### config.mk
export PLATFORM = sky130hd
export DESIGN_NAME = xwbm_cell
export DESIGN_NICKNAME = d
export VERILOG_FILES = /design/src/hdl/xwbm_pkg.sv /design/src/hdl/xwbm_cell.sv
export SDC_FILE = /design/constraint.sdc
export NUM_CORES = 1
export LEC_CHECK = 0
export ABC_AREA = 1
export BUFFER_PORTS_ARGS = -buffer_cell sky130_fd_sc_hd__buf_2
export CAP_MARGIN = 10
export CORE_MARGIN = 2
export CORE_UTILIZATION = 30
export CTS_CLUSTER_SIZE = 10
export DETAILED_ROUTE_END_ITERATION = 10
export PLACE_DENSITY = 0.56
export RECOVER_POWER = 50
export SLEW_MARGIN = 5
export SYNTH_ARGS = -nofsm -noshare
export SYNTH_HDL_FRONTEND = slang
export SYNTH_SLANG_ARGS = --single-unit
export TNS_END_PERCENT = 5
### constraint.sdc
create_clock -name clk -period 0.8 [get_ports clk]
set_input_delay 0.16 -clock clk [delete_from_list [all_inputs] [get_ports clk]]
set_output_delay 0.16 -clock clk [all_outputs]
set_load 0.02 [all_outputs]
### src/hdl/xwbm_pkg.sv
package xwbm_pkg;

    localparam int unsigned DATA_W = 64;
    localparam int unsigned IDX_W  = 7;

    localparam logic [1:0] OP_INSERT = 2'd0;
    localparam logic [1:0] OP_SEARCH = 2'd1;
    localparam logic [1:0] OP_READ   = 2'd2;

    typedef logic [DATA_W-1:0] word_t;
    typedef logic [IDX_W-1:0]  idx_t;

    typedef struct packed {
        logic clear;
        logic step;
        idx_t idx;
    } acc_ctrl_t;

    typedef struct packed {
        word_t best_data;
        word_t read_data;
        logic  found;
        idx_t  match_index;
        idx_t  best_index;
        idx_t  best_score;
    } acc_res_t;

    function automatic idx_t zero_score(word_t x);
        idx_t lo;
        idx_t hi;
        lo = '0;
        hi = '0;
        for (int i = DATA_W - 1; i >= 0; i--)
        begin
            if (x[i])
            begin
                lo = IDX_W'(i);
            end
        end
        for (int i = 0; i < DATA_W; i++)
        begin
            if (x[i])
            begin
                hi = IDX_W'(i);
            end
        end
        if (x == '0)
        begin
            return IDX_W'(DATA_W);
        end
        return IDX_W'(DATA_W - 1) - hi + lo;
    endfunction

endpackage

### src/hdl/xwbm_cell.sv
module xwbm_cell (
    input  logic           clk,
    input  logic           rst_n,
    input  logic           shift,
    input  xwbm_pkg::word_t d,
    output xwbm_pkg::word_t q
);
    import xwbm_pkg::*;

    word_t entry_reg;

    always_ff @(posedge clk or negedge rst_n)
    begin
        if (!rst_n)
        begin
            entry_reg <= '0;
        end
        else if (shift)
        begin
            entry_reg <= d;
        end
    end

    assign q = entry_reg;
endmodule

==> metrics <==
Detail Route Antenna Nets 0; Slew Limit Fails 0; status finished, violations left; max FFs per register 64; Distinct cells, synth 6; max_slew headroom 0.795; final WL 5.82 mm; Area Growth Syn to Fin 52.8%; die area about 8900 um^2; Num CTS Buffers 9; Starting Density 0.313; fin area 3740 um^2; GR Util All Layers 0.137; pre-CTS WS -21.7 ps; clk_lat worst skew roughly 320 ps; clk sinks 64; origin of the critical flop-to-flop path q[45]$_DFFE_PN0P_; GPL Wtd Cong about 0.68; area of the mapped netlist around 2400 um^2; crit path max-delay cell type dfrtp_1; final setup fails 64; RSZ-0062 raised after global routing true; Mapped Cells 270; TritonCTS clock tree yes; Worst Path Arrival 860 ps; register area share after synthesis 0.655; switching power 2170 uW; Hold Path Class primary input to flip-flop; vias per cell approximately 4.1; worst-path maximum fanout 2; largest net degree at the start of global routing 64; # port buffers 130; share of cells above drive strength 1 0.379; met1 Usage GRT 0.166; WL per Instance approximately 11 um; Peak VDD IR a little under 0.0009 V; Rows 32; global-route wire length before repair roughly 9.5 mm; TritonRoute pass-1 iters 4; DR vias approximately 2,100; critical path required time 640 ps; drt initial violations 71; Max-Cap Viols 0; clock tree buffer depth 2; met2 GRT Util 0.219; worst path bufs/invs 1; f_max 979 MHz; Int Power between 6000 and 7000 uW; Final nets 482; antenna cells 0; Tot Pwr between 8000 and 9000 uW; drc violations 0; met3 Resource Use GR 0.0506; cell family with most CP delay flip-flops; worst setup margin -222 ps; H-Tree Depth 3; Hold Fails Final Rpt 0; Setup TNS Final -13,450 ps; crit share post-route 1.28; Clk pwr share 0.359; CP cell instances buf_6; Switching Share 0.262; initial antenna violation count 0; post-DP HPWL about 4.0 mm; Hold Startpoint d[58]; Yosys reg bits between 60 and 70; Setup crit start q[63]$_DFFE_PN0P_; Reg clk slew, reported paths about 70 ps; clock period minus worst slack about 1000 ps; most used routing layer met2; vias in the first global route 2,106; Syn Area/Cell roughly 9.1 um^2; Pleak 0.00215 uW; Flop pwr share 0.449; CTS root buf clkbuf_8; failing checks negative setup slack; Chip Height around 94 um; Worst Setup Start Kind flip-flop; clock skew 0 ps; PD cells roughly 2200 nW/um^2; I/O Pins approximately 130; Worst Setup End Kind primary output; gr ovfl total 0; Worst-Margin Slew 308 ps; Net Count, Synth approximately 340; Comb pwr share 0.192; area of the core about 7800 um^2; dpl cell area around 3200 um^2; die width between 90 and 100 um; Synth warnings 0; CP Class flip-flop to primary output; Largest stage delay, worst path 400 ps
-- path summary, 6_finish.rpt --
| path | endpoint | slack [ps] | cells after the start |
|---|---|---|---|
| min in group asynchronous | q[45]$_DFFE_PN0P_ | 240 | 2 |
| hold reg to reg | q[27]$_DFFE_PN0P_ | 470 | 2 |
| hold / removal | q[58]$_DFFE_PN0P_ | 40 | 3 |
| setup reg to reg | q[45]$_DFFE_PN0P_ | 60 | 3 |
| max in group asynchronous | q[1]$_DFFE_PN0P_ | 30 | 3 |
| setup / recovery | q[63] | -220 | 1 |
-- placed cells by master (no fill, tap or decap), drive strengths merged --
cell,Yosys,layout
clkinv,0,1
bufinv,0,2
nand2,192,192
clkbuf,6,14
dlygate4sd3,0,1
buf,7,145
dfrtp,64,64
inv,1,1
-- kinds of logic (layout without fill, tap and decap cells) --
logic type,after synthesis,after routing,share of synthesized area
buffers and inverters,14,164,0.0506
DFF,64,64,0.655
and+or+nand+nor,192,192,0.295
-- routing by layer --
metal / vias to the layer above / share of wire / wire, um
met4: 0 / 0.0040 / 23
met2: 73 / 0.48 / 2780
li1: 1096 / - / -
met1: 963 / 0.43 / 2500
met5: - / 0 / 0
met3: 2 / 0.088 / 510
-- Yosys cell counts --
library cell / n / share of area
dfrtp_1: 64 / 0.65
buf_2: 6 / 0.012
buf_4: 1 / 0.0031
inv_2: 1 / 0.0015
clkbuf_8: 6 / 0.034
nand2_1: 192 / 0.29
-- area by class of cell --
class                           count  area [um^2]
Clock buffer                       13          149
Timing Repair Buffer              147         1070
Tap cell                          102          128
Inverter                            1         3.75
Clock inverter                      3         65.1
Multi-Input combinational cell    192          721
Sequential cell                    64         1600
Fill cell                         788         4070
-- power groups by stage --
stage / Sequential, uW / Combinational (uW) / Clock (uW)
finish: 3710 / 1590 / 2970
global route: 3740 / 1750 / 3240
CTS: 3690 / 1460 / 3110
detailed placement: 3730 / 1350 / 0
global placement: 3730 / 1330 / 0
floorplan: 4090 / 362 / 0
-- through the flow --
step	hold WS [ps]	utilization	cells
after floorplan	-136	-	270
after global placement	-7.89	0.410	494
after detailed placement	-5.17	0.410	494
after CTS	7.73	0.456	515
after global routing	12.0	0.479	522
final	36.3	0.479	522
-- what timing repair did --
action	CTS	global route
setup endpoints to repair	64	64
endpoints found under the hold margin	64	0
buffers inserted	4	7
hold buffers	1	0
resized for setup	32	44
No activity file was read; power rests on OpenSTA's default activity.
