### config.mk
export PLATFORM = sky130hd
export DESIGN_NAME = xwbm_acc
export DESIGN_NICKNAME = d
export VERILOG_FILES = /design/src/hdl/xwbm_pkg.sv /design/src/hdl/xwbm_acc.sv
export SDC_FILE = /design/constraint.sdc
export NUM_CORES = 1
export LEC_CHECK = 0
export BUFFER_PORTS_ARGS = -buffer_cell sky130_fd_sc_hd__buf_2
export CAP_MARGIN = 20
export CORE_UTILIZATION = 50
export CTS_CLUSTER_DIAMETER = 120
export DETAILED_ROUTE_END_ITERATION = 10
export PLACE_DENSITY = 0.85
export SYNTH_ARGS = -nofsm -noshare
export SYNTH_HDL_FRONTEND = slang
export SYNTH_SLANG_ARGS = --single-unit
### constraint.sdc
create_clock -name clk -period 3 [get_ports clk]
set_input_delay 0.6 -clock clk [delete_from_list [all_inputs] [get_ports clk]]
set_output_delay 0.6 -clock clk [all_outputs]
set_load 0.01 [all_outputs]
### src/hdl/xwbm_pkg.sv
package xwbm_pkg;

    localparam int unsigned DATA_W = 64;
    localparam int unsigned IDX_W  = 7;

    localparam logic [1:0] OP_INSERT = 2'd0;
    localparam logic [1:0] OP_SEARCH = 2'd1;
    localparam logic [1:0] OP_READ   = 2'd2;

    typedef logic [DATA_W-1:0] word_t;
    typedef logic [IDX_W-1:0]  idx_t;

    typedef struct packed {
        logic clear;
        logic step;
        idx_t idx;
    } acc_ctrl_t;

    typedef struct packed {
        word_t best_data;
        word_t read_data;
        logic  found;
        idx_t  match_index;
        idx_t  best_index;
        idx_t  best_score;
    } acc_res_t;

    function automatic idx_t zero_score(word_t x);
        idx_t lo;
        idx_t hi;
        lo = '0;
        hi = '0;
        for (int i = DATA_W - 1; i >= 0; i--)
        begin
            if (x[i])
            begin
                lo = IDX_W'(i);
            end
        end
        for (int i = 0; i < DATA_W; i++)
        begin
            if (x[i])
            begin
                hi = IDX_W'(i);
            end
        end
        if (x == '0)
        begin
            return IDX_W'(DATA_W);
        end
        return IDX_W'(DATA_W - 1) - hi + lo;
    endfunction

endpackage

### src/hdl/xwbm_acc.sv
module xwbm_acc #(
    parameter int unsigned WINDOW_DEPTH = 127
) (
    input  logic                clk,
    input  logic                rst_n,
    input  xwbm_pkg::acc_ctrl_t ctrl,
    input  xwbm_pkg::word_t     key,
    input  xwbm_pkg::idx_t      offset,
    input  xwbm_pkg::word_t     entry,
    output xwbm_pkg::acc_res_t  res
);
    import xwbm_pkg::*;

    localparam idx_t NO_MATCH = IDX_W'(WINDOW_DEPTH);

    word_t best_d_reg;
    word_t rd_reg;
    idx_t  best_s_reg;
    idx_t  best_i_reg;
    idx_t  match_reg;
    idx_t  score;

    assign score = zero_score(key ^ entry);

    always_ff @(posedge clk or negedge rst_n)
    begin
        if (!rst_n)
        begin
            best_s_reg <= '0;
            best_i_reg <= '0;
            match_reg  <= NO_MATCH;
            best_d_reg <= '0;
            rd_reg     <= '0;
        end
        else if (ctrl.clear)
        begin
            best_s_reg <= '0;
            best_i_reg <= '0;
            match_reg  <= NO_MATCH;
            best_d_reg <= '0;
            rd_reg     <= '0;
        end
        else if (ctrl.step)
        begin
            // entries arrive oldest first: keep the later one on ties
            if (score >= best_s_reg)
            begin
                best_s_reg <= score;
                best_i_reg <= ctrl.idx;
                best_d_reg <= entry;
            end
            if (entry == key)
            begin
                match_reg <= ctrl.idx;
            end
            if (ctrl.idx == offset)
            begin
                rd_reg <= entry;
            end
        end
    end

    assign res.best_data   = best_d_reg;
    assign res.read_data   = rd_reg;
    assign res.found       = (match_reg != NO_MATCH);
    assign res.match_index = match_reg;
    assign res.best_index  = best_i_reg;
    assign res.best_score  = best_s_reg;
endmodule

==> flow_metrics.env, run 1 <==
export IMPL_synth_area_per_cell_um2=8.66
export IMPL_io_buffers=295
export IMPL_max_clock_path_buffers=2
export IMPL_timing_final_crit_share_pct=152
export IMPL_ctsHoldBuffers=0
export IMPL_worstReg2RegEnd="best_d_reg[63]"
export IMPL_grt_pass1_vias=9746
export IMPL_rsz0062_at_grt="yes"
export IMPL_setup_ws_ns=-1.56
export IMPL_yosysSeqAreaShare_pct=42.6
export IMPL_finalNonFillerCells=1766
export IMPL_vdd_drop_max_mv=0.405
export IMPL_rows=48
export IMPL_grt_usage_pct=34.3
export IMPL_clkSinkCount=149
export IMPL_routabilityCongestion=0.896
export IMPL_hold_class="in -> async"
export IMPL_cts_made_buffers=17
export IMPL_grt_max_degree=77
export IMPL_synth_cell_area_mm2=0.00877
export IMPL_synth_async_reset_ratio_pct=100
export IMPL_synthTopCellsByCount="nand2_1, dfrtp_1, o21ai_0, a21oi_1, nand2b_1"
export IMPL_ff2ff_path_depth=10
export IMPL_hold_violations=0
export IMPL_die_w_um=134
export IMPL_dr_pass1_iters=5
export IMPL_r2r_setup_slack_ns=0.77
export IMPL_nets=1689
export IMPL_placed_cells=1721
export IMPL_leakagePower_nw=6.65
export IMPL_fmax_mhz=219
export IMPL_worstPathRequired_ns=3.34
export IMPL_violations="setup timing"
export IMPL_grt_pass1_wl_um=48000
export IMPL_path_class="in -> reg"
export IMPL_fin_skew_ns=0.0105
export IMPL_synth_main_ff_cell="dfrtp_1"
export IMPL_drv_slew=0
export IMPL_post_route_min_period_ns=4.56
export IMPL_powerDensity_mw_per_mm2=483
export IMPL_via_per_inst=5.56
export IMPL_start_util_pct=50.9
export IMPL_path_max_fanout=7
export IMPL_holdWs_ns=0.149
export IMPL_vias=9817
export IMPL_tns_ns=-116.16
export IMPL_tritoncts="yes"
export IMPL_worst_pin_slew_ns=0.783
export IMPL_clkTransAtPathRegs_ns=0.07
export IMPL_antenna_cells=0
export IMPL_clk_insertion_delay_late_ns=0.43
export IMPL_die_h_um=134
export IMPL_synth_top_area_cell="dfrtp_1"
export IMPL_final_fill_count=1058
export IMPL_syn_nets=1173
export IMPL_synthTopCellsByArea="dfrtp_1, nand2_1, xor2_1"
export IMPL_synth_distinct_cells=58
export IMPL_synth_seq_cells=149
export IMPL_htreeDepth=4
export IMPL_drc=0
export IMPL_final_layout_size_suffix_gt1_share_pct=45.0
export IMPL_synth_edff_count=0
export IMPL_grt_overflow=0
export IMPL_drt_total_wl_um=32200
export IMPL_cap_violations=0
export IMPL_die_area_mm2=0.0181
export IMPL_crit_path_start_kind="input pin"
export IMPL_dp_hpwl_um=22500
export IMPL_synth_cells=1013
export IMPL_status="finished, violations left"
export IMPL_netlist_area_leader_share_pct=40.5
export IMPL_antenna_found_initial=1
export IMPL_ant_nets=0
export IMPL_cp_arrival_ns=4.90
export IMPL_endpoint_kind="register"
export IMPL_core_mm2=0.0172
export IMPL_wl_per_cell_um=18.2
export IMPL_syn_to_final_growth_pct=56.1
export IMPL_synth_most_common_cell="nand2_1"
export IMPL_yosysWarnings=0
export IMPL_cts_root_buf="clkbuf_16"
export IMPL_reg2reg_from="best_s_reg[0]"
export IMPL_ioPinCount=296
export IMPL_startpoint="entry[41]"
export IMPL_crit_path_end="best_d_reg[63]"
export IMPL_max_slew_margin_pct=47.8
export IMPL_drt_iter0_markers=620
export IMPL_setup_violations_final=78
per-layer routing:
layer	up-vias	part of all wire, %	GRT usage [%]	wire length [µm]
met4	2	3.7	15.4	1200
met1	4749	38	39.0	12300
met5	-	0.040	0	13
li1	4518	-	-	-
met2	436	51	61.0	16500
met3	112	6.8	8.41	2200
how the worst min path moves through the flow:
stage | end | cells past startpoint | from
5_1_grt | rd_reg[42] | 1 | rst_n
4_1_cts | rd_reg[42] | 1 | rst_n
3_5_place_dp | best_d_reg[52] | 2 | best_d_reg[52]
6_report | rd_reg[42] | 1 | rst_n
2_1_floorplan | best_d_reg[0] | 0 | rst_n
3_3_place_gp | best_d_reg[17] | 2 | best_d_reg[17]
per-stage QoR:
stage	setup slack [ns]	total power [mW]	utilization [%]	cell area, µm²
after CTS	-1.48	6.42	77.9	13400
after global placement	-1.95	4.12	72.1	12400
final	-1.56	6.61	79.5	13700
after global routing	-1.76	6.87	79.5	13700
after floorplan	-1.45	3.16	-	9000
after detailed placement	-2.11	4.19	72.1	12400
report_power, final:
part           internal [mW]  switching, mW
clock                   1.12          0.881
combinational           1.08           1.19
sequential              2.20          0.138
total                   4.41           2.20
layout by cell type, fill, tap and decap left out, drive strengths merged, types with 14 or more instances in the layout:
cell	synthesis	layout
buf	14	543
nand2	232	232
dfrtp	142	142
o21ai	94	94
a21oi	92	92
nand2b	75	75
xor2	64	64
xnor2	47	47
nor2	45	45
clkbuf	35	24
nor4	14	14
layout make-up:
cell class	instances	area [µm²]	area share (%)
Multi-Input combinational cell	807	5370	39.2
Sequential cell	149	3740	27.3
Timing Repair Buffer	546	3730	27.2
Clock buffer	21	470	3.44
Tap cell	225	282	2.06
Clock inverter	10	73.8	0.539
Inverter	8	30.0	0.219
cell families (layout without fill, tap and decap cells):
| group | Yosys count | count (layout) | synth area share (%) |
|---|---|---|---|
| simple gates | 419 | 419 | 23.6 |
| compound gates | 256 | 256 | 17.0 |
| fa+ha+maj | 14 | 14 | 2.08 |
| mux | 7 | 7 | 0.799 |
| xor+xnor | 111 | 111 | 11.3 |
| buf+inv | 57 | 585 | 2.67 |
| flops | 149 | 149 | 42.6 |
worst max-delay path, stage by stage:
cell	delay (ns)
buf_2	0.14
xnor2_4	0.19
o21ai_1	0.12
a2111oi_4	0.39
o211ai_1	0.24
a2111oi_2	0.33
nor2_1	0.09
ha_2	0.21
fa_2	0.34
a21o_1	0.19
a21oi_2	0.18
xor2_1	0.20
nor2_1	0.07
ha_1	0.31
a21o_1	0.18
a21oi_2	0.17
o31ai_4	0.11
a31oi_4	0.25
buf_6	0.15
buf_16	0.14
buf_12	0.14
nand2_2	0.05
o21ai_1	0.11
what timing repair did:
item                                    in CTS  in global routing
endpoints found under the setup margin      78                 78
resized for setup                          119                 60
gates cloned                                 4                  3
setup buffers                                5                  3
pin swaps                                   12                 20
Power figures use the tool's default switching activity.
==> run 2, diff against run 1 <==
--- a/config.mk
+++ b/config.mk
@@ -8,6 +8,7 @@
 export BUFFER_PORTS_ARGS = -buffer_cell sky130_fd_sc_hd__buf_2
 export CAP_MARGIN = 20
 export CORE_UTILIZATION = 50
+export CTS_BUF_LIST = sky130_fd_sc_hd__clkbuf_8
 export CTS_CLUSTER_DIAMETER = 120
 export DETAILED_ROUTE_END_ITERATION = 10
 export PLACE_DENSITY = 0.85
==> run 2 against run 1 <==
Compared with the run above:
- critical endpoint is now best_d_reg[41]
- critical path type unchanged
- die area unchanged
- combinational power decreased by 11%
- largest power group unchanged
- routed wire length fell by 8.0%
- fmax grew 2.4%
- sequential power barely moved
- largest cell class unchanged
- the flow still finishes with violations (setup timing)
==> flow_metrics.env, run 2 (same netlist as run 1, synthesis figures left out) <==
export IMPL_status="finished, violations left"
export IMPL_violations="setup timing"
export IMPL_met3_length_um=2070
export IMPL_cp_cell_sequence="buf_2 > xor2_1 > a211oi_1 > o2111ai_1 > a211oi_1 > buf_4 > o21ai_0 > buf_4 > a221oi_2 > ha_2 > fa_2 > and2b_1 > ha_1 > a211oi_1 > o31ai_4 > a31oi_4 > buf_12 > buf_12 > nand2_1 > o21ai_1"
export IMPL_worst_pin_slew_ns=0.779
export IMPL_endpoint_kind="register"
export IMPL_routed_wl_met2_um=15000
export IMPL_tns_ns=-109.25
export IMPL_ant_nets=0
export IMPL_grt_pass1_vias=9526
export IMPL_setup_ws_ns=-1.45
export IMPL_drv_slew=0
export IMPL_grt_max_degree=77
export IMPL_final_cell_mix="buf_2, nand2_1, buf_4, dfrtp_1, a21oi_1"
export IMPL_clkTransAtPathRegs_ns=0.08
export IMPL_reg2reg_from="best_s_reg[0]"
export IMPL_cts_root_buf="clkbuf_8"
export IMPL_startpoint="entry[5]"
export IMPL_routabilityCongestion=0.896
export IMPL_nets=1680
export IMPL_grt_usage_pct=32.4
export IMPL_hold_class="in -> async"
export IMPL_path_class="in -> reg"
export IMPL_max_stage_delay_ns=0.46
export IMPL_tritoncts="yes"
export IMPL_dp_hpwl_um=22500
export IMPL_max_slew_margin_pct=48.1
export IMPL_drc=0
export IMPL_hold_violations=0
export IMPL_rsz0062_at_grt="yes"
export IMPL_fmax_mhz=224
export IMPL_powerDensity_mw_per_mm2=438
export IMPL_drt_iter0_markers=508
export IMPL_routed_top_layer="met5"
export IMPL_timing_final_crit_share_pct=148
export IMPL_via_per_inst=5.39
export IMPL_clk_insertion_delay_late_ns=0.47
export IMPL_die_w_um=134
export IMPL_cp_num_buf_inv=5
export IMPL_start_util_pct=50.9
export IMPL_dp_worst_setup_slack_ns=-2.11
export IMPL_drt_met1_wl_um=11500
export IMPL_clkSinkCount=149
export IMPL_rows=48
export IMPL_final_fill_count=1188
export IMPL_finalNonFillerCells=1758
export IMPL_drt_total_wl_um=29600
export IMPL_ioPinCount=296
export IMPL_layout_commonest_cell="buf_2"
export IMPL_die_h_um=134
export IMPL_placed_cells=1721
export IMPL_path_max_fanout=22
export IMPL_wl_per_cell_um=16.8
export IMPL_vias=9472
export IMPL_setup_violations_final=78
export IMPL_core_mm2=0.0172
export IMPL_dr_pass1_iters=5
export IMPL_cp_arrival_ns=4.84
export IMPL_ctsHoldBuffers=0
export IMPL_grt_pass1_wl_um=45800
export IMPL_io_buffers=295
export IMPL_fin_skew_ns=0.0154
export IMPL_leakagePower_nw=6.36
export IMPL_htreeDepth=4
export IMPL_final_layout_size_suffix_gt1_share_pct=41.7
export IMPL_cap_violations=0
export IMPL_finalPower_mw=5.76
export IMPL_grt_overflow=0
export IMPL_cts_made_buffers=17
export IMPL_worstPathRequired_ns=3.38
export IMPL_crit_family="compound AO/OA/AOI/OAI gates"
export IMPL_crit_path_start_kind="input pin"
export IMPL_syn_to_final_growth_pct=49.8
export IMPL_antenna_found_initial=2
export IMPL_post_route_min_period_ns=4.45
export IMPL_die_area_mm2=0.0181
export IMPL_vdd_drop_max_mv=0.359
export IMPL_max_clock_path_buffers=2
export IMPL_cp_slowest_cell="fa_2"
export IMPL_cpMostUsedCell="a211oi_1"
[run 2: cell type report]
type | count | area, µm² | area share (%)
multi-input cells | 807 | 5200 | 39.5
clock buffers | 20 | 275 | 2.09
clock inverters | 11 | 77.6 | 0.590
flip-flops and latches | 149 | 3740 | 28.4
repair buffers | 537 | 3540 | 27.0
well taps | 225 | 282 | 2.14
inverters | 8 | 30.0 | 0.228
diodes | 1 | 2.50 | 0.0190
[run 2: routing by layer]
metal  GRT usage [%]  vias up
met4            14.2        2
met2            57.1      371
met3            8.18       76
met1            37.4     4547
met5               0        -
li1                -     4476
[run 2: stage by stage]
stage,util (%),hold slack (ns),cell area (µm²)
after floorplan,-,0.304,9000
after global placement,72.1,0.457,12400
after detailed placement,72.1,0.465,12400
after CTS,74.9,0.119,12900
after global routing,76.3,0.137,13100
final,76.3,0.126,13100
[run 2: path summary, 6_finish.rpt]
check | end | cells past startpoint | slack, ns
max | best_d_reg[41] | 20 | -1.45
min | rd_reg[38] | 1 | 0.13
max reg2reg | best_d_reg[41] | 9 | 0.70
min reg2reg | best_d_reg[17] | 2 | 0.48
max in group asynchronous | best_d_reg[4] | 2 | 2.07
min in group clk | best_i_reg[6] | 3 | 0.42
[run 2: power by group]
group	internal [mW]	total, mW	switching (mW)
Sequential	2.20	2.31	0.115
Combinational	0.954	2.01	1.06
Clock	0.636	1.43	0.796
[run 2: what timing repair did]
item / in CTS / in global routing
buffers inserted: 1 / 2
endpoints found under the hold margin: 0 / 0
pin swaps: 3 / 4
endpoints found under the setup margin: 78 / 78
gates resized for setup: 18 / 78
gates cloned: 1 / 1
